File: src/hdl/rlepsd_pkg.sv
// Shared types, codes and header constants of the run-length pixel stream decoder.
package rlepsd_pkg;

  localparam int unsigned HdrLen = 14;
  localparam int unsigned PixPerResult = 4;
  localparam int unsigned RunBias = 3;

  localparam logic [7:0] CmdSingleMask = 8'h80;
  localparam logic [7:0] AlphaMask = 8'h40;
  localparam logic [7:0] ColourMask = 8'h3F;
  localparam logic [7:0] AlphaFill = 8'hC0;
  localparam logic [7:0] RunLenMask = 8'h7F;

  typedef enum logic [1:0] {
    KIND_PIXELS  = 2'd0,
    KIND_HDR_OK  = 2'd1,
    KIND_HDR_BAD = 2'd2,
    KIND_TRUNC   = 2'd3
  } kind_e;

  typedef struct packed {
    logic [7:0] data_byte;
    logic       last_byte;
  } in_item_t;

  typedef struct packed {
    kind_e       kind;
    logic [31:0] original_size;
    logic [7:0]  pixel_one;
    logic [7:0]  pixel_two;
    logic [7:0]  pixel_three;
    logic [7:0]  pixel_four;
    logic [2:0]  pixel_count;
    logic        run_end;
    logic        stream_end;
  } out_item_t;

  // One classified command passed from the front end to the expander.
  typedef struct packed {
    kind_e       kind;
    logic [31:0] size;
    logic [7:0]  pix;
    logic [7:0]  count;
    logic        stream_end;
  } cmd_t;

  function automatic logic is_magic_pos(logic [3:0] pos);
    return (pos < 4'd4) || ((pos >= 4'd8) && (pos < 4'd12));
  endfunction

  function automatic logic [7:0] magic_byte(logic [3:0] pos);
    logic [7:0] res;
    unique case (pos)
      4'd0:    res = 8'h43; // C
      4'd1:    res = 8'h6D; // m
      4'd2:    res = 8'h70; // p
      4'd3:    res = 8'h72; // r
      4'd8:    res = 8'h52; // R
      4'd9:    res = 8'h4C; // L
      4'd10:   res = 8'h45; // E
      4'd11:   res = 8'h32; // 2
      default: res = 8'h00;
    endcase
    return res;
  endfunction

endpackage

File: src/hdl/rlepsd_front.sv
// Front end: header check and byte classification into decoder commands.
module rlepsd_front (
  input  logic                 clk_i,
  input  logic                 rst_ni,
  input  logic                 in_valid_i,
  output logic                 in_ready_o,
  input  rlepsd_pkg::in_item_t in_data_i,
  output logic                 push_valid_o,
  input  logic                 push_ready_i,
  output rlepsd_pkg::cmd_t     push_data_o
);

  typedef enum logic [1:0] {
    PH_HEADER,
    PH_BODY,
    PH_IGNORE,
    PH_LITERAL
  } phase_e;

  phase_e      phase_q, phase_d;
  logic [3:0]  pos_q, pos_d;
  logic        mismatch_q, mismatch_d;
  logic [31:0] size_q, size_d;
  logic [6:0]  run_len_q, run_len_d;

  logic        accept;
  logic [7:0]  b;
  logic        last;
  logic [3:0]  p;
  logic        mm;

  assign in_ready_o = push_ready_i;
  assign accept     = in_valid_i && push_ready_i;
  assign b          = in_data_i.data_byte;
  assign last       = in_data_i.last_byte;

  always_comb begin
    phase_d      = phase_q;
    pos_d        = pos_q;
    mismatch_d   = mismatch_q;
    size_d       = size_q;
    run_len_d    = run_len_q;
    push_valid_o = 1'b0;
    push_data_o  = '{kind: rlepsd_pkg::KIND_PIXELS, size: '0, pix: '0, count: '0,
                     stream_end: last};
    p  = (pos_q >= 4'(rlepsd_pkg::HdrLen - 1)) ? 4'(rlepsd_pkg::HdrLen - 1) : pos_q;
    mm = mismatch_q;

    if (accept) begin
      unique case (phase_q)
        PH_HEADER: begin
          if (rlepsd_pkg::is_magic_pos(p) && (b != rlepsd_pkg::magic_byte(p))) begin
            mm = 1'b1;
          end
          mismatch_d = mm;
          if (p >= 4'd4 && p < 4'd8) begin
            unique case (p[1:0])
              2'd0:    size_d[7:0]   = size_q[7:0]   | b;
              2'd1:    size_d[15:8]  = size_q[15:8]  | b;
              2'd2:    size_d[23:16] = size_q[23:16] | b;
              default: size_d[31:24] = size_q[31:24] | b;
            endcase
          end
          if (p == 4'(rlepsd_pkg::HdrLen - 1)) begin
            push_valid_o = 1'b1;
            pos_d        = '0;
            if (mm) begin
              push_data_o.kind = rlepsd_pkg::KIND_HDR_BAD;
              phase_d          = PH_IGNORE;
            end else begin
              push_data_o.kind = rlepsd_pkg::KIND_HDR_OK;
              push_data_o.size = size_q;
              phase_d          = PH_BODY;
            end
          end else begin
            pos_d = p + 4'd1;
            if (last) begin
              push_valid_o     = 1'b1;
              push_data_o.kind = rlepsd_pkg::KIND_HDR_BAD;
            end
          end
        end
        PH_IGNORE: begin
          // drop everything up to the end of the file
        end
        PH_BODY: begin
          if ((b & rlepsd_pkg::CmdSingleMask) != 8'h00) begin
            push_valid_o      = 1'b1;
            push_data_o.count = 8'd1;
            push_data_o.pix   = (((b & rlepsd_pkg::AlphaMask) != 8'h00)
                                 ? rlepsd_pkg::AlphaFill : 8'h00)
                                | (b & rlepsd_pkg::ColourMask);
          end else begin
            run_len_d = b[6:0];
            phase_d   = PH_LITERAL;
            if (last) begin
              push_valid_o     = 1'b1;
              push_data_o.kind = rlepsd_pkg::KIND_TRUNC;
            end
          end
        end
        PH_LITERAL: begin
          push_valid_o      = 1'b1;
          push_data_o.pix   = b;
          push_data_o.count = {1'b0, run_len_q} + 8'(rlepsd_pkg::RunBias);
          run_len_d         = '0;
          phase_d           = PH_BODY;
        end
        default: phase_d = PH_HEADER;
      endcase

      if (last) begin
        phase_d    = PH_HEADER;
        pos_d      = '0;
        mismatch_d = 1'b0;
        size_d     = '0;
        run_len_d  = '0;
      end
    end
  end

  always_ff @(posedge clk_i or negedge rst_ni) begin
    if (!rst_ni) begin
      phase_q    <= PH_HEADER;
      pos_q      <= '0;
      mismatch_q <= 1'b0;
      size_q     <= '0;
      run_len_q  <= '0;
    end else begin
      phase_q    <= phase_d;
      pos_q      <= pos_d;
      mismatch_q <= mismatch_d;
      size_q     <= size_d;
      run_len_q  <= run_len_d;
    end
  end

endmodule

File: src/hdl/rlepsd_queue.sv
// Small register queue of decoder commands between front end and expander.
module rlepsd_queue #(
  parameter int unsigned Depth = 2
) (
  input  logic             clk_i,
  input  logic             rst_ni,
  input  logic             push_valid_i,
  output logic             push_ready_o,
  input  rlepsd_pkg::cmd_t push_data_i,
  output logic             pop_valid_o,
  input  logic             pop_ready_i,
  output rlepsd_pkg::cmd_t pop_data_o
);

  localparam int unsigned IdxW = (Depth > 1) ? $clog2(Depth) : 1;
  localparam int unsigned CntW = $clog2(Depth + 1);

  rlepsd_pkg::cmd_t mem_q [Depth];
  logic [IdxW-1:0]  wr_ptr_q, rd_ptr_q;
  logic [CntW-1:0]  cnt_q;
  logic             push, pop;

  assign push_ready_o = (cnt_q != CntW'(Depth));
  assign pop_valid_o  = (cnt_q != '0);
  assign pop_data_o   = mem_q[rd_ptr_q];
  assign push         = push_valid_i && push_ready_o;
  assign pop          = pop_valid_o && pop_ready_i;

  always_ff @(posedge clk_i or negedge rst_ni) begin
    if (!rst_ni) begin
      wr_ptr_q <= '0;
      rd_ptr_q <= '0;
      cnt_q    <= '0;
    end else begin
      if (push) begin
        wr_ptr_q <= (wr_ptr_q == IdxW'(Depth - 1)) ? '0 : wr_ptr_q + 1'b1;
      end
      if (pop) begin
        rd_ptr_q <= (rd_ptr_q == IdxW'(Depth - 1)) ? '0 : rd_ptr_q + 1'b1;
      end
      if (push && !pop) begin
        cnt_q <= cnt_q + 1'b1;
      end else if (pop && !push) begin
        cnt_q <= cnt_q - 1'b1;
      end
    end
  end

  always_ff @(posedge clk_i) begin
    if (push) begin
      mem_q[wr_ptr_q] <= push_data_i;
    end
  end

  a_cnt_in_range: assert property (@(posedge clk_i) disable iff (!rst_ni)
    cnt_q <= CntW'(Depth))
    else $error("queue fill count beyond depth");

endmodule

File: src/hdl/rlepsd_back.sv
// Back end: expands commands into result items of up to four pixels each, or status items.
module rlepsd_back (
  input  logic                  clk_i,
  input  logic                  rst_ni,
  input  logic                  pop_valid_i,
  output logic                  pop_ready_o,
  input  rlepsd_pkg::cmd_t      pop_data_i,
  output logic                  out_valid_o,
  input  logic                  out_ready_i,
  output rlepsd_pkg::out_item_t out_data_o
);

  logic                  busy_q;
  rlepsd_pkg::cmd_t      cur_q;
  logic [7:0]            rem_q;
  logic                  out_valid_q;
  rlepsd_pkg::out_item_t out_q;

  logic                  step, is_status, chunk_last, load;
  logic [2:0]            cnt;
  rlepsd_pkg::out_item_t res;

  assign step       = busy_q && (!out_valid_q || out_ready_i);
  assign is_status  = (cur_q.kind != rlepsd_pkg::KIND_PIXELS);
  assign chunk_last = is_status || (rem_q <= 8'(rlepsd_pkg::PixPerResult));
  assign load       = pop_valid_i && (!busy_q || (step && chunk_last));
  assign pop_ready_o = load;

  always_comb begin
    cnt = is_status ? 3'd0
        : (chunk_last ? rem_q[2:0] : 3'(rlepsd_pkg::PixPerResult));
    res.kind          = cur_q.kind;
    res.original_size = cur_q.size;
    res.pixel_one     = (cnt >= 3'd1) ? cur_q.pix : 8'h00;
    res.pixel_two     = (cnt >= 3'd2) ? cur_q.pix : 8'h00;
    res.pixel_three   = (cnt >= 3'd3) ? cur_q.pix : 8'h00;
    res.pixel_four    = (cnt >= 3'd4) ? cur_q.pix : 8'h00;
    res.pixel_count   = cnt;
    res.run_end       = chunk_last;
    res.stream_end    = chunk_last && cur_q.stream_end;
  end

  always_ff @(posedge clk_i or negedge rst_ni) begin
    if (!rst_ni) begin
      busy_q      <= 1'b0;
      out_valid_q <= 1'b0;
    end else begin
      if (load) begin
        busy_q <= 1'b1;
      end else if (step && chunk_last) begin
        busy_q <= 1'b0;
      end
      if (step) begin
        out_valid_q <= 1'b1;
      end else if (out_ready_i) begin
        out_valid_q <= 1'b0;
      end
    end
  end

  always_ff @(posedge clk_i) begin
    if (load) begin
      cur_q <= pop_data_i;
      rem_q <= pop_data_i.count;
    end else if (step) begin
      // advance through the run
      rem_q <= rem_q - 8'(rlepsd_pkg::PixPerResult);
    end
    if (step) begin
      out_q <= res;
    end
  end

  assign out_valid_o = out_valid_q;
  assign out_data_o  = out_q;

  a_status_no_pixels: assert property (@(posedge clk_i) disable iff (!rst_ni)
    out_valid_o && (out_data_o.kind != rlepsd_pkg::KIND_PIXELS)
    |-> (out_data_o.pixel_count == 3'd0) && out_data_o.run_end)
    else $error("status item carries pixels or lacks run end");

  a_pixel_count_range: assert property (@(posedge clk_i) disable iff (!rst_ni)
    out_valid_o && (out_data_o.kind == rlepsd_pkg::KIND_PIXELS)
    |-> (out_data_o.pixel_count != 3'd0) && (out_data_o.pixel_count <= 3'd4))
    else $error("pixel item with bad count");

  a_stream_end_closes_run: assert property (@(posedge clk_i) disable iff (!rst_ni)
    out_valid_o && out_data_o.stream_end |-> out_data_o.run_end)
    else $error("stream end without run end");

  a_no_load_mid_run: assert property (@(posedge clk_i) disable iff (!rst_ni)
    busy_q && !(step && chunk_last) |-> !pop_ready_o)
    else $error("command taken while a run is still expanding");

endmodule

File: src/hdl/rle_pixel_stream_decoder.sv
// Top level of the run-length RGBA2222 pixel stream decoder.
// Usage:
//   Input channel (in_valid_i/in_ready_o/in_data_i) carries one byte of the
//   compressed file per item, with last_byte set on the final byte. The first
//   14 bytes form the header; its verdict comes out as one status item.
//   Output channel (out_valid_o/out_ready_i/out_data_o) carries result items:
//   up to four pixels each, or a status (header ok, header bad or short,
//   truncated run).
//   A result passes through the command queue, the expander's command
//   register and the output register before it is valid at the output.
//   Throughput: one byte per cycle while bytes give at most one result and the
//   receiver keeps up; a long run occupies the expander until all its groups
//   of four pixels are out, which holds the input back once the queue is full.
//   Reset clears the header state, the queue and the output register; the
//   block then expects a header. A stalled receiver holds the output item,
//   then the expander, then the queue, and finally the input ready.
module rle_pixel_stream_decoder #(
  parameter int unsigned QueueDepth = 2
) (
  input  logic                  clk_i,
  input  logic                  rst_ni,
  input  logic                  in_valid_i,
  output logic                  in_ready_o,
  input  rlepsd_pkg::in_item_t  in_data_i,
  output logic                  out_valid_o,
  input  logic                  out_ready_i,
  output rlepsd_pkg::out_item_t out_data_o
);

  logic             push_valid, push_ready;
  rlepsd_pkg::cmd_t push_data;
  logic             pop_valid, pop_ready;
  rlepsd_pkg::cmd_t pop_data;

  rlepsd_front u_front (
    .clk_i        (clk_i),
    .rst_ni       (rst_ni),
    .in_valid_i   (in_valid_i),
    .in_ready_o   (in_ready_o),
    .in_data_i    (in_data_i),
    .push_valid_o (push_valid),
    .push_ready_i (push_ready),
    .push_data_o  (push_data)
  );

  rlepsd_queue #(
    .Depth (QueueDepth)
  ) u_queue (
    .clk_i        (clk_i),
    .rst_ni       (rst_ni),
    .push_valid_i (push_valid),
    .push_ready_o (push_ready),
    .push_data_i  (push_data),
    .pop_valid_o  (pop_valid),
    .pop_ready_i  (pop_ready),
    .pop_data_o   (pop_data)
  );

  rlepsd_back u_back (
    .clk_i       (clk_i),
    .rst_ni      (rst_ni),
    .pop_valid_i (pop_valid),
    .pop_ready_o (pop_ready),
    .pop_data_i  (pop_data),
    .out_valid_o (out_valid_o),
    .out_ready_i (out_ready_i),
    .out_data_o  (out_data_o)
  );

endmodule

File: config.mk
export PLATFORM = sky130hd
export DESIGN_NAME = rle_pixel_stream_decoder
export DESIGN_NICKNAME = d
export VERILOG_FILES = /design/src/hdl/rlepsd_pkg.sv /design/src/hdl/rlepsd_front.sv /design/src/hdl/rlepsd_queue.sv /design/src/hdl/rlepsd_back.sv /design/src/hdl/rle_pixel_stream_decoder.sv
export SDC_FILE = /design/constraint.sdc
export NUM_CORES = 1
export LEC_CHECK = 0
export BUFFER_PORTS_ARGS = -buffer_cell sky130_fd_sc_hd__buf_2
export CAP_MARGIN = 10
export CORE_UTILIZATION = 45
export CTS_BUF_LIST = sky130_fd_sc_hd__clkbuf_8
export CTS_CLUSTER_SIZE = 30
export DETAILED_ROUTE_END_ITERATION = 16
export PLACE_DENSITY = 0.74
export RECOVER_POWER = 100
export SYNTH_ARGS = -nofsm -noshare
export SYNTH_HDL_FRONTEND = slang
export SYNTH_SLANG_ARGS = --single-unit
File: constraint.sdc
create_clock -name clk_i -period 13.89 [get_ports clk_i]
set_input_delay 1.389 -clock clk_i [delete_from_list [all_inputs] [get_ports clk_i]]
set_output_delay 1.389 -clock clk_i [all_outputs]
set_load 0.01 [all_outputs]
After elaboration in Yosys (flattened, before gate mapping):

Memories as Yosys holds them, arrays and structs flattened.
Index checks and enable logic that the tools add are counted.

* memory bits (writable): 102
* flip-flop bits (word level): 174
* memories: 2
* ROM bits: 112
* output and inout port bits: 73
* input port bits: 13

* $add $sub $neg: 7
* order comparisons: 11
* eq/ne operators: 10
* muxes and demuxes: 57
* bitwise gates (word level): 5
* reductions and logical operators: 43

Memory list
* (no name shown): words 16, width 7, rd ports 1, clocked after memory_dff 0, wr ports 0, RTL line rlepsd_pkg.sv:53 `unique case (pos)`
* u_queue.mem_q: words 2, width 51, rd ports 1, clocked after memory_dff 0, wr ports 1, RTL line rlepsd_queue.sv:18 `rlepsd_pkg::cmd_t mem_q [Depth];`

Operators with widths (count)
* $mux 32: 6
* $mux 8: 9
* $mux 50: 1
* $or 8x8->8: 4
* $pmux 16 s2: 1
* $reduce_bool 2->1: 11
* $mux 2: 10
* $reduce_and 4->1: 5
* $mux 1: 17
* $mux 16: 1
* $mux 4: 4
* $mux 7: 2
* $pmux 7 s2: 1
* $logic_and 1x1->1: 12
* $add 7x2->8 const B: 1
* $ge 4x4->1 const B: 2
* $le 8x3->1 const B: 1
* $lt 4x4->1 const B: 2
* $ne 8x8->1: 1
* $or 8x6->8: 1
* $sub 8x3->8 const B: 1
* $ge 3x2->1 const B: 2
* $mux 3: 2
* $pmux 2 s3: 1
* 25 further kinds: 35

Longest topological paths before layout:

Gate-level depths: netlist (run 1).
An unclocked memory read counts as a cell.

* word-level depth: 14
* depth in mapped cells: 12
* gate-level depth less buffers: 11

By module:

A second synthesis (run 1) with hierarchy kept.

* cell total of the unflattened synthesis: 724
* area total of the unflattened synthesis: 11163.2 um^2

Modules (own cells, without submodules)
* rlepsd_back: cells each 212, instances 1, area each 4279.1 um^2, sequential area each 3713.6 um^2
* rlepsd_queue: cells each 177, instances 1, area each 4126.5 um^2, sequential area each 3163.0 um^2
* rlepsd_front: cells each 335, instances 1, area each 2757.6 um^2, sequential area each 1151.1 um^2

Worst setup path before layout (run 1):

Ideal clock, no wire load.

* path kind: input port to flip-flop
* start: input port in_data_i[8] (netlist bit)
* end: memory u_queue.mem_q[0][0] (netlist bit), enable pin
* stages: 6
* data arrival time: 4424 ps
* slack: 9000 ps
* path through: clkbuf_2 -> inv_1 -> nand2_1 -> o22ai_1 -> a221oi_2 -> nor2b_1

* cells in the longest elaborated chain, start to end: 6

Ends and longest elaborated chain
* start: declaration: RTL line rle_pixel_stream_decoder.sv:24 `input rlepsd_pkg::in_item_t in_data_i,`
* $mux 1: RTL line rlepsd_front.sv:87 `if ((b & rlepsd_pkg::CmdSingleMask) != 8'h00) begin`
* $pmux 1 s3: RTL line rlepsd_front.sv:50 `unique case (phase_q)`
* $mux 1: RTL line rlepsd_front.sv:49 `if (accept) begin`
* $logic_and 1x1->1: RTL line rlepsd_queue.sv:26 `assign push = push_valid_i && push_ready_o;`
* net u_queue.push: RTL line rlepsd_queue.sv:21 `logic push, pop;`
* $mux 1: RTL line rlepsd_queue.sv:50 `if (push) begin`
* $mux 1 (not written as such): RTL line rlepsd_queue.sv:51 `mem_q[wr_ptr_q] <= push_data_i;`
* end: declaration: RTL line rlepsd_queue.sv:18

The timed path passes the listed nets, and every way through them passes these cells.

Worst setup path after layout (run 1):

* start: register u_front.pos_q[2]
* end: memory u_queue.mem_q[0][26] (netlist bit), enable pin

* cells in the longest elaborated chain, start to end: 9

Ends and longest elaborated chain
* start: declaration: RTL line rlepsd_front.sv:21 `logic [3:0] pos_q, pos_d;`
* start signal: assignment: RTL line rlepsd_front.sv:131 `pos_q <= pos_d;`
* $ge 4x4->1: RTL line rlepsd_front.sv:46 `p = (pos_q >= 4'(rlepsd_pkg::HdrLen - 1)) ? 4'(rlepsd_pkg::HdrLen - 1) : pos_q;`
* $mux 4 *: RTL line rlepsd_front.sv:46
* $eq 4x4->1 *: RTL line rlepsd_front.sv:64 `if (p == 4'(rlepsd_pkg::HdrLen - 1)) begin`
* $mux 1 *: RTL line rlepsd_front.sv:64
* $pmux 1 s3 *: RTL line rlepsd_front.sv:50
* $mux 1 *: RTL line rlepsd_front.sv:49
* $logic_and 1x1->1 *: RTL line rlepsd_queue.sv:26
* net u_queue.push: RTL line rlepsd_queue.sv:21
* $mux 1 *: RTL line rlepsd_queue.sv:50
* $mux 1 (not written as such) *: RTL line rlepsd_queue.sv:51

The timed path passes the listed nets; every way through them passes the cells marked *.

==> impl_metrics.tcl, run 1 <==
set metrics [dict create \
    grt_pass1_wl_mm 28.7 \
    synth-edff-count 224 \
    grt_pass1_vias 5554 \
    p_sw_frac 0.296 \
    yosysUniqueCellTypes 56 \
    fin_nets 811 \
    grt_max_degree 72 \
    cts_resized 0 \
    syn_nets 705 \
    crit_chain "a31oi_1 -> inv_1 -> ha_1 -> and3_1 -> o22ai_1 -> a221oi_1 -> nor2b_4 -> clkbuf_1" \
    clock-root-buffer "clkbuf_8" \
    startpoint_type "flip-flop" \
    wirelength_mm 18.1 \
    utilization 0.517 \
    pwr-share-comb 0.223 \
    p_int_w 0.00177 \
    period_needed_ps 5020 \
    peakVddDrop_mv 0.0755 \
    drtPass1Iterations 6 \
    dp_hpwl_mm 10.7 \
    drv_cap 9 \
    rsz0062_at_grt "false" \
    cts_buffer_depth 3 \
    clkSlewWorstSetupHoldPaths_ps 70 \
    grt-ovfl-total 0 \
    hold_violations 0 \
    critPathKind "flip-flop to flip-flop" \
    synth.cell_area_sq_um 10700 \
    violations "max-capacitance violations, max-slew violations" \
    outcome "complete, but fails checks" \
    synth_seq_cells 276 \
    synthXorXnorAreaFrac 0.0155 \
    p_switching_w 0.000746 \
    finalCritPeriodShare 0.361 \
    leakage_nw 4.40 \
    cpLargestDelayFamily "buffers and inverters" \
    cts_setup_buffers 0 \
    num_rows 56 \
    crit_path_end_kind "flip-flop" \
    slew_headroom -1.40 \
    cp_slowest_cell "clkbuf_1" \
    tns_ps 0 \
    die_area_sq_um 24400 \
    ioPinCount 86 \
    synth.avg_cell_area_sq_um 15.7 \
    port_buffers 85 \
    drtIter0Drc 421 \
    cts_tree "built" \
    fp.dieH_microns 156 \
    ys_warn_count 0 \
    vias 5642 \
    maxClockFrequency_mhz 199 \
    dpl_cell_area_sq_um 11500 \
    cts_sinks 276 \
    setup_slack_ps 8870 \
    grt_usage 0.152 \
    start_util 0.458 \
    crit_buf_inv 2 \
    drive_gt1_frac 0.130 \
    crit_arrival_ps 5080 \
    post-route-drc-count 0 \
    synthArstFlopShare 0.188 \
    vias_per_cell 4.95 \
    antenna_found_initial 0 \
    synthAdderAreaFrac 0.0105 \
    yosys.area_share.simple 0.0977 \
    hold_path_class "flip-flop to flip-flop" \
    final_area_sq_um 12100 \
    wl_per_cell_microns 15.9 \
    gp_congestion 0.828 \
    design.core.area_sq_um 23400 \
    clkPwrFrac 0.250 \
    setup_violations 0 \
    critPathMaxStageDelay_ps 2120 \
    cts-htree-levels 2 \
    drtAntennaViolNets 0 \
    pwr-share-seq 0.528 \
    dieWidth_microns 156 \
    synthMuxAreaShare 0.0583 \
    max_slew.worst_pin.slew_ps 3600 \
    synthCells 683 \
    critPathMaxFanout 51 \
    regToRegSetupSlack_ps 8870 \
    finalMaxSlewViolations 408 \
    hold_buffers 0 \
    required_ps 13950 \
    n_antenna_cell 0 \
    cellPowerDensity_nw_per_um2 208 \
    insertion_delay_ps 530 \
    synth_top_family_by_area "simple AND/OR/NAND/NOR gates" \
    area_growth_pct 12.9 \
    synth_compound_area_frac 0.0481 \
    pre_cts_ws_ps 10460 \
    cts_buffers 42 \
    synthFlopType "edfxtp_1" \
    clock_skew_ps 25.4 \
    synth.yosys.seq_area_share 0.749 \
]
power groups by stage:
stage | sequential (W) | combinational (W) | clock [W]
6_report | 0.00133 | 0.000562 | 0.000629
5_1_grt | 0.00136 | 0.000623 | 0.000680
4_1_cts | 0.00131 | 0.000601 | 0.000645
3_5_place_dp | 0.00133 | 0.000600 | 0
3_3_place_gp | 0.00132 | 0.000586 | 0
2_1_floorplan | 0.00136 | 0.000368 | 0
metal layers:
metal,vias to the layer above,GRT usage,share of wire
met5,-,0,0
met4,0,0.0574,0.024
met3,38,0.0324,0.049
met2,153,0.260,0.50
met1,2751,0.191,0.43
li1,2700,-,-
final cells by class:
type / count / area, sq um
clock buffer: 45 / 619
clock inverter: 30 / 183
fill: 1976 / 11300
inverter: 20 / 75.1
multi-input combinational: 357 / 2430
sequential: 276 / 8030
tap: 319 / 399
timing repair buffer: 92 / 359
logic make-up after synthesis:
logic type | Yosys count
and+or+nand+nor | 190
DFF | 276
AOI/OAI and AO/OA | 82
adders and majority gates | 9
xor gates and xnor gates | 19
buffers and inverters | 50
muxes | 57
Yosys cell counts, types with 8 or more instances:
| cell | count | area share |
|---|---|---|
| mux2i_1 | 14 | 0.013 |
| dfrtp_1 | 52 | 0.12 |
| ha_1 | 9 | 0.011 |
| xor2_1 | 8 | 0.0065 |
| buf_2 | 12 | 0.0056 |
| o21ai_0 | 14 | 0.0065 |
| nand2_1 | 12 | 0.0042 |
| and2_1 | 79 | 0.046 |
| edfxtp_1 | 224 | 0.63 |
| xnor2_1 | 11 | 0.0090 |
| clkbuf_1 | 13 | 0.0046 |
| inv_1 | 20 | 0.0070 |
| mux2_2 | 43 | 0.045 |
| nand3_1 | 15 | 0.0070 |
| nor2_1 | 54 | 0.019 |
| a21oi_1 | 39 | 0.018 |
through the flow:
step,hold WS [ps],total power (W),std cells
after floorplan,400,0.00173,683
after detailed placement,405,0.00193,1064
after global placement,403,0.00191,1064
after CTS,417,0.00256,1139
final,415,0.00252,1139
after global routing,430,0.00266,1139
worst reg2reg max path, cell delays in order, from the launching register on:
cell	delay, ps
dfrtp_1	600
a31oi_1	190
inv_1	160
ha_1	320
and3_1	290
o22ai_1	100
a221oi_1	500
nor2b_4	230
clkbuf_1	2120
cells in the final DEF, fill, tap and decap left out, drive strengths merged, types with 2 or more instances in the layout:
cell        n
edfxtp    224
clkbuf    126
and2       79
nor2       54
dfrtp      52
mux2       43
a21oi      39
inv        30
clkinv     16
o21ai      15
nand3      15
mux2i      14
nand2      14
xnor2      11
buf        11
nor3        9
ha          9
xor2        8
a31oi       5
nand2b      4
and4        3
o22ai       3
nor2b       3
a21o        2
a211oi      2
and3        2
o31ai       2
clkinvlp    2
bufinv      2
nor4        2
registers in the layout, summed over array words and instances (netlist names), 2 cells and up:
signal,count
u_queue.mem_q,102
u_back.out_data_o,71
u_back.cur_q,43
u_front.size_q,32
u_back.rem_q,8
u_front.run_len_q,7
u_front.pos_q,4
u_front.phase_q,2
u_queue.cnt_q,2
final timing paths:
path	cells after the start	startpoint	endpoint
max in group asynchronous	2	rst_ni	u_queue.rd_ptr_q
min	0	u_back.cur_q[29]	u_back.out_data_o[49]
min in group asynchronous	2	rst_ni	u_front.size_q[29]
max reg2reg	8	u_front.pos_q[2]	u_queue.mem_q[0][26]
min reg2reg	0	u_back.cur_q[29]	u_back.out_data_o[49]
max	8	u_front.pos_q[2]	u_queue.mem_q[0][26]
Note: power is estimated with default switching activity, not from simulation.
==> inputs of run 2 (changes only) <==
Settings changed: PLACE_DENSITY 0.74 to 0.76.
Clock period 13.89 ns to 4.6 ns, I/O delays scaled along.
==> run 2 against run 1 <==
  * The run still ends with max-capacitance violations, max-slew violations left
  * Cell count decreased by 0.35%
  * First-iteration DRC count down 15%
  * Register-to-register slack worse by 7700 ps
  * Critical path type unchanged
  * Highest routed layer unchanged
==> impl_metrics.tcl, run 2 (synthesized netlist as in run 1, its figures left out) <==
set metrics [dict create \
    fin_nets 809 \
    clkPwrFrac 0.239 \
    hold_buffers 0 \
    finalMaxSlewViolations 205 \
    hold_path_class "input port to flip-flop" \
    drtIter0Drc 357 \
    p_sw_frac 0.296 \
    dpl_cell_area_sq_um 11500 \
    regToRegSetupSlack_ps 1130 \
    final_cell_mix "edfxtp_1 (224), clkbuf_1 (76), and2_0 (65)" \
    drtPass1Iterations 5 \
    vias_per_cell 4.96 \
    n_antenna_cell 0 \
    critPathKind "flip-flop to flip-flop" \
    ioPinCount 86 \
    crit_path_end_kind "flip-flop" \
    start_util 0.458 \
    clock_skew_ps 21.5 \
    cts_resized 0 \
    dieWidth_microns 156 \
    p_switching_w 0.00221 \
    hold_slack_ps 272 \
    p_int_w 0.00524 \
    grt_pass1_wl_mm 28.3 \
    regMostFlops "u_queue.mem_q" \
    finalCritPeriodShare 0.755 \
    critPathCapture "u_queue.mem_q[0][47]" \
    drive_gt1_frac 0.129 \
    vias 5628 \
    leakage_nw 4.41 \
    cts_setup_buffers 0 \
    slew_headroom -0.901 \
    pwr-share-comb 0.225 \
    drtAntennaViolNets 0 \
    startpoint "u_front.pos_q[2]" \
    pre_cts_ws_ps 1390 \
    antenna_found_initial 0 \
    drv_cap 4 \
    startpoint_type "flip-flop" \
    cts_tree "built" \
    max_slew.worst_pin.slew_ps 2850 \
    final_common_cell "edfxtp_1" \
    peakVddDrop_mv 0.289 \
    critPathMaxFanout 51 \
    num_rows 56 \
    critPathMaxStageDelay_ps 610 \
    die_area_sq_um 24400 \
    violations "max-capacitance violations, max-slew violations" \
    clkSlewWorstSetupHoldPaths_ps 60 \
    fp.dieH_microns 156 \
    post-place-cells 1064 \
    setup_slack_ps 1130 \
    reg2reg_depth 8 \
    port_buffers 85 \
    tns_ps 0 \
    cts_sinks 276 \
    pwr-share-seq 0.537 \
    wl_per_cell_microns 15.8 \
    grt_max_degree 72 \
    cts-htree-levels 2 \
    cellPowerDensity_nw_per_um2 617 \
    gp_congestion 0.854 \
    crit_arrival_ps 3620 \
    rr_startpoint "u_front.pos_q[2]" \
    hold_violations 0 \
    wirelength_mm 18.0 \
    area_growth_pct 12.6 \
    grt-ovfl-total 0 \
    maxClockFrequency_mhz 288 \
    period_needed_ps 3470 \
    clock-root-buffer "clkbuf_8" \
    cts_buffer_depth 3 \
    layoutNonFillerInstCount 1135 \
    grt_pass1_vias 5512 \
    cts_buffers 40 \
    rsz0062_at_grt "false" \
    design.core.area_sq_um 23400 \
    required_ps 4750 \
    outcome "complete, but fails checks" \
    dp_hpwl_mm 11.1 \
    grt_usage 0.151 \
    insertion_delay_ps 530 \
    reg_top3 "u_queue.mem_q x102, u_back.out_data_o x71, u_back.cur_q x43" \
    cp_slowest_cell "dfrtp_1" \
    largest_reg_flops 102 \
    post-route-drc-count 0 \
    setup_violations 0 \
    crit_chain "a31oi_1 -> inv_1 -> ha_1 -> and3_1 -> o22ai_1 -> a221oi_1 -> nor2b_4 -> buf_4" \
    final_area_sq_um 12100 \
    reg2reg_to "u_queue.mem_q[0][47]" \
]
[run 2: metrics by stage]
step                       util  power [W]
after global routing      0.516    0.00787
after CTS                 0.522    0.00761
after global placement    0.490    0.00575
final                     0.516    0.00744
after detailed placement  0.490    0.00582
after floorplan               -    0.00521
[run 2: worst min-delay path by stage]
stage                                 from               endpoint  slack (ps)  cells after the start
final                          out_ready_i     u_back.out_valid_o         270                      3
after detailed placement  u_back.cur_q[23]  u_back.out_data_o[43]         400                      0
after global placement    u_back.cur_q[17]  u_back.out_data_o[37]         400                      0
after floorplan                     rst_ni          u_back.busy_q         160                      0
after CTS                           rst_ni     u_front.size_q[11]          60                      2
after global routing           out_ready_i     u_back.out_valid_o         280                      3
[run 2: power by group through the flow]
stage | combinational (W) | sequential [W] | clock (W)
2_1_floorplan | 0.00111 | 0.00410 | 0
6_report | 0.00167 | 0.00399 | 0.00178
5_1_grt | 0.00186 | 0.00407 | 0.00194
4_1_cts | 0.00179 | 0.00399 | 0.00183
3_5_place_dp | 0.00178 | 0.00404 | 0
3_3_place_gp | 0.00174 | 0.00401 | 0
[run 2: critical path: cells and delay by family, from the launching register on]
family	cells	cell delay (ps)
AO/OA/AOI/OAI	3	860
buffers and inverters	2	710
flip-flops	1	610
AND/OR/NAND/NOR	2	530
adder cells (fa/ha/maj)	1	330
[run 2: final cells by class]
class                      count  area, sq um
multi-input combinational    357         2440
clock buffer                  44          606
tap                          319          399
timing repair buffer          92          388
inverter                      20         75.1
clock inverter                27          136
fill                        1982        11300
sequential                   276         8030
[run 2: metal layers]
metal / global-route usage / share of wire / wire length, microns / vias to the layer above
li1: - / - / - / 2707
met1: 0.188 / 0.43 / 7770 / 2724
met2: 0.259 / 0.50 / 8950 / 163
met3: 0.0305 / 0.050 / 894 / 34
met4: 0.0579 / 0.020 / 363 / 0
met5: 0 / 0 / 0 / -
==> inputs of run 3 (changes only) <==
Clock period 4.6 ns to 3 ns, I/O delays scaled along.
==> run 3 against run 2 <==
  * The flow now finishes without violations
  * Cell area grew 1.2%
  * Register-to-register slack worse by 860 ps
  * Total power increased by 56%
  * Global-route usage grew 0.33 points
  * Clock skew increased by 6.4 ps
  * Via count unchanged
  * Critical path depth is 1 lower
  * Critical endpoint is now u_back.cur_q[50]
  * Largest power group unchanged
  * Highest routed layer unchanged
==> impl_metrics.tcl, run 3 (synthesized netlist as in run 1, its figures left out) <==
set metrics [dict create \
    regMostFlops "u_queue.mem_q" \
    n_antenna_cell 0 \
    leakage_nw 4.46 \
    num_rows 56 \
    clock-root-buffer "clkbuf_8" \
    hold_violations 0 \
    cpLargestDelayFamily "compound AO/OA/AOI/OAI gates" \
    cts_sinks 276 \
    setup_violations 0 \
    post-route-drc-count 0 \
    cp_slowest_cell "o21ai_0" \
    crit_buf_inv 3 \
    final_common_cell "edfxtp_1" \
    period_needed_ps 2730 \
    grt-ovfl-total 0 \
    drive_gt1_frac 0.144 \
    finalMaxSlewViolations 0 \
    design.core.area_sq_um 23400 \
    cts_resized 0 \
    final_cell_mix "edfxtp_1 (224), clkbuf_1 (77), and2_0 (65)" \
    wl_per_cell_microns 16.0 \
    gp_congestion 0.830 \
    cts_tree "built" \
    grt_pass1_vias 5715 \
    layoutNonFillerInstCount 1146 \
    grt_usage 0.154 \
    drtAntennaViolNets 0 \
    cts_buffer_depth 3 \
    fin_total_pwr_w 0.0116 \
    vias 5628 \
    startpoint_type "flip-flop" \
    hold_path_class "input port to flip-flop" \
    hold_slack_ps 160 \
    rsz0062_at_grt "false" \
    grt_max_degree 58 \
    wirelength_mm 18.3 \
    maxClockFrequency_mhz 366 \
    dp_hpwl_mm 11.5 \
    fp.dieH_microns 156 \
    required_ps 3200 \
    cellPowerDensity_nw_per_um2 951 \
    cp_common_cell "inv_1" \
    grt_pass1_wl_mm 28.9 \
    tns_ps 0 \
    crit_arrival_ps 2930 \
    critPathMaxFanout 43 \
    antenna_found_initial 0 \
    peakVddDrop_mv 0.344 \
    cts_buffers 42 \
    slew_headroom 0.103 \
    crit_path_end_kind "flip-flop" \
    critPathMaxStageDelay_ps 530 \
    dieWidth_microns 156 \
    reg_top3 "u_queue.mem_q x102, u_back.out_data_o x71, u_back.cur_q x43" \
    insertion_delay_ps 530 \
    cts-htree-levels 2 \
    fin_nets 818 \
    post-place-cells 1070 \
    drtIter0Drc 334 \
    regToRegSetupSlack_ps 270 \
    outcome "complete, no violations" \
    drv_cap 0 \
    clock_skew_ps 27.9 \
    max_slew.worst_pin.slew_ps 1350 \
    largest_reg_flops 102 \
    finalCritPeriodShare 0.911 \
    ioPinCount 86 \
    start_util 0.458 \
    critPathKind "flip-flop to flip-flop" \
    worst_hold_startpoint "out_ready_i" \
    area_growth_pct 13.9 \
    drtPass1Iterations 5 \
    crit_chain "inv_1 -> ha_1 -> o21ai_0 -> nand2_4 -> a31oi_4 -> inv_1 -> buf_4" \
    cts_setup_buffers 0 \
    nFillCells 1980 \
    die_area_sq_um 24400 \
    rr_startpoint "u_back.rem_q[2]" \
    vias_per_cell 4.91 \
    clkSlewWorstSetupHoldPaths_ps 60 \
    port_buffers 85 \
    startpoint "u_back.rem_q[2]" \
]
-- run 3: metal layers --
metal,share of wire,global-route usage
met5,0,0
met3,0.051,0.0338
met2,0.50,0.271
met4,0.028,0.0640
met1,0.42,0.182
-- run 3: cell type report --
type,instances,area (sq um),area share
multi-input combinational,357,2450,0.201
clock buffer,44,606,0.0496
timing repair buffer,99,459,0.0376
inverter,20,75.1,0.00615
sequential,276,8030,0.658
tap,319,399,0.0327
clock inverter,31,189,0.0155
-- run 3: where the power goes --
part	leakage, nW	total (W)	internal (W)	switching, W
Combinational	1.16	0.00256	0.000969	0.00160
Sequential	2.85	0.00615	0.00562	0.000532
Clock	0.449	0.00290	0.00154	0.00136
Total	4.46	0.0116	0.00813	0.00348
-- run 3: worst paths after layout --
check,cells after the start,end
max,7,u_back.cur_q[50]
min,3,u_back.out_valid_o
max reg2reg,7,u_back.cur_q[50]
min reg2reg,0,u_back.out_data_o[67]
max in group asynchronous,3,u_back.out_valid_o
min in group asynchronous,3,u_front.size_q[24]
-- run 3: worst register-to-register path, cell delays in order (launching register included) --
cell and delay (ps):
edfxtp_1 480, inv_1 80, ha_1 270, o21ai_0 530, nand2_4 130, a31oi_4 490
inv_1 100, buf_4 330
-- run 3: timing repair --
item | 4_1_cts | 5_1_grt
setup endpoints to repair | 0 | 0
hold buffers | 1 | 0
hold endpoints to repair | 52 | 0
-- run 3: stage by stage --
step	utilization	cell area (sq um)	setup slack, ps
floorplan	-	10700	5.44
global placement	0.494	11600	416
detailed placement	0.494	11600	340
CTS	0.528	12400	310
global route	0.522	12200	79.0
finish	0.522	12200	268
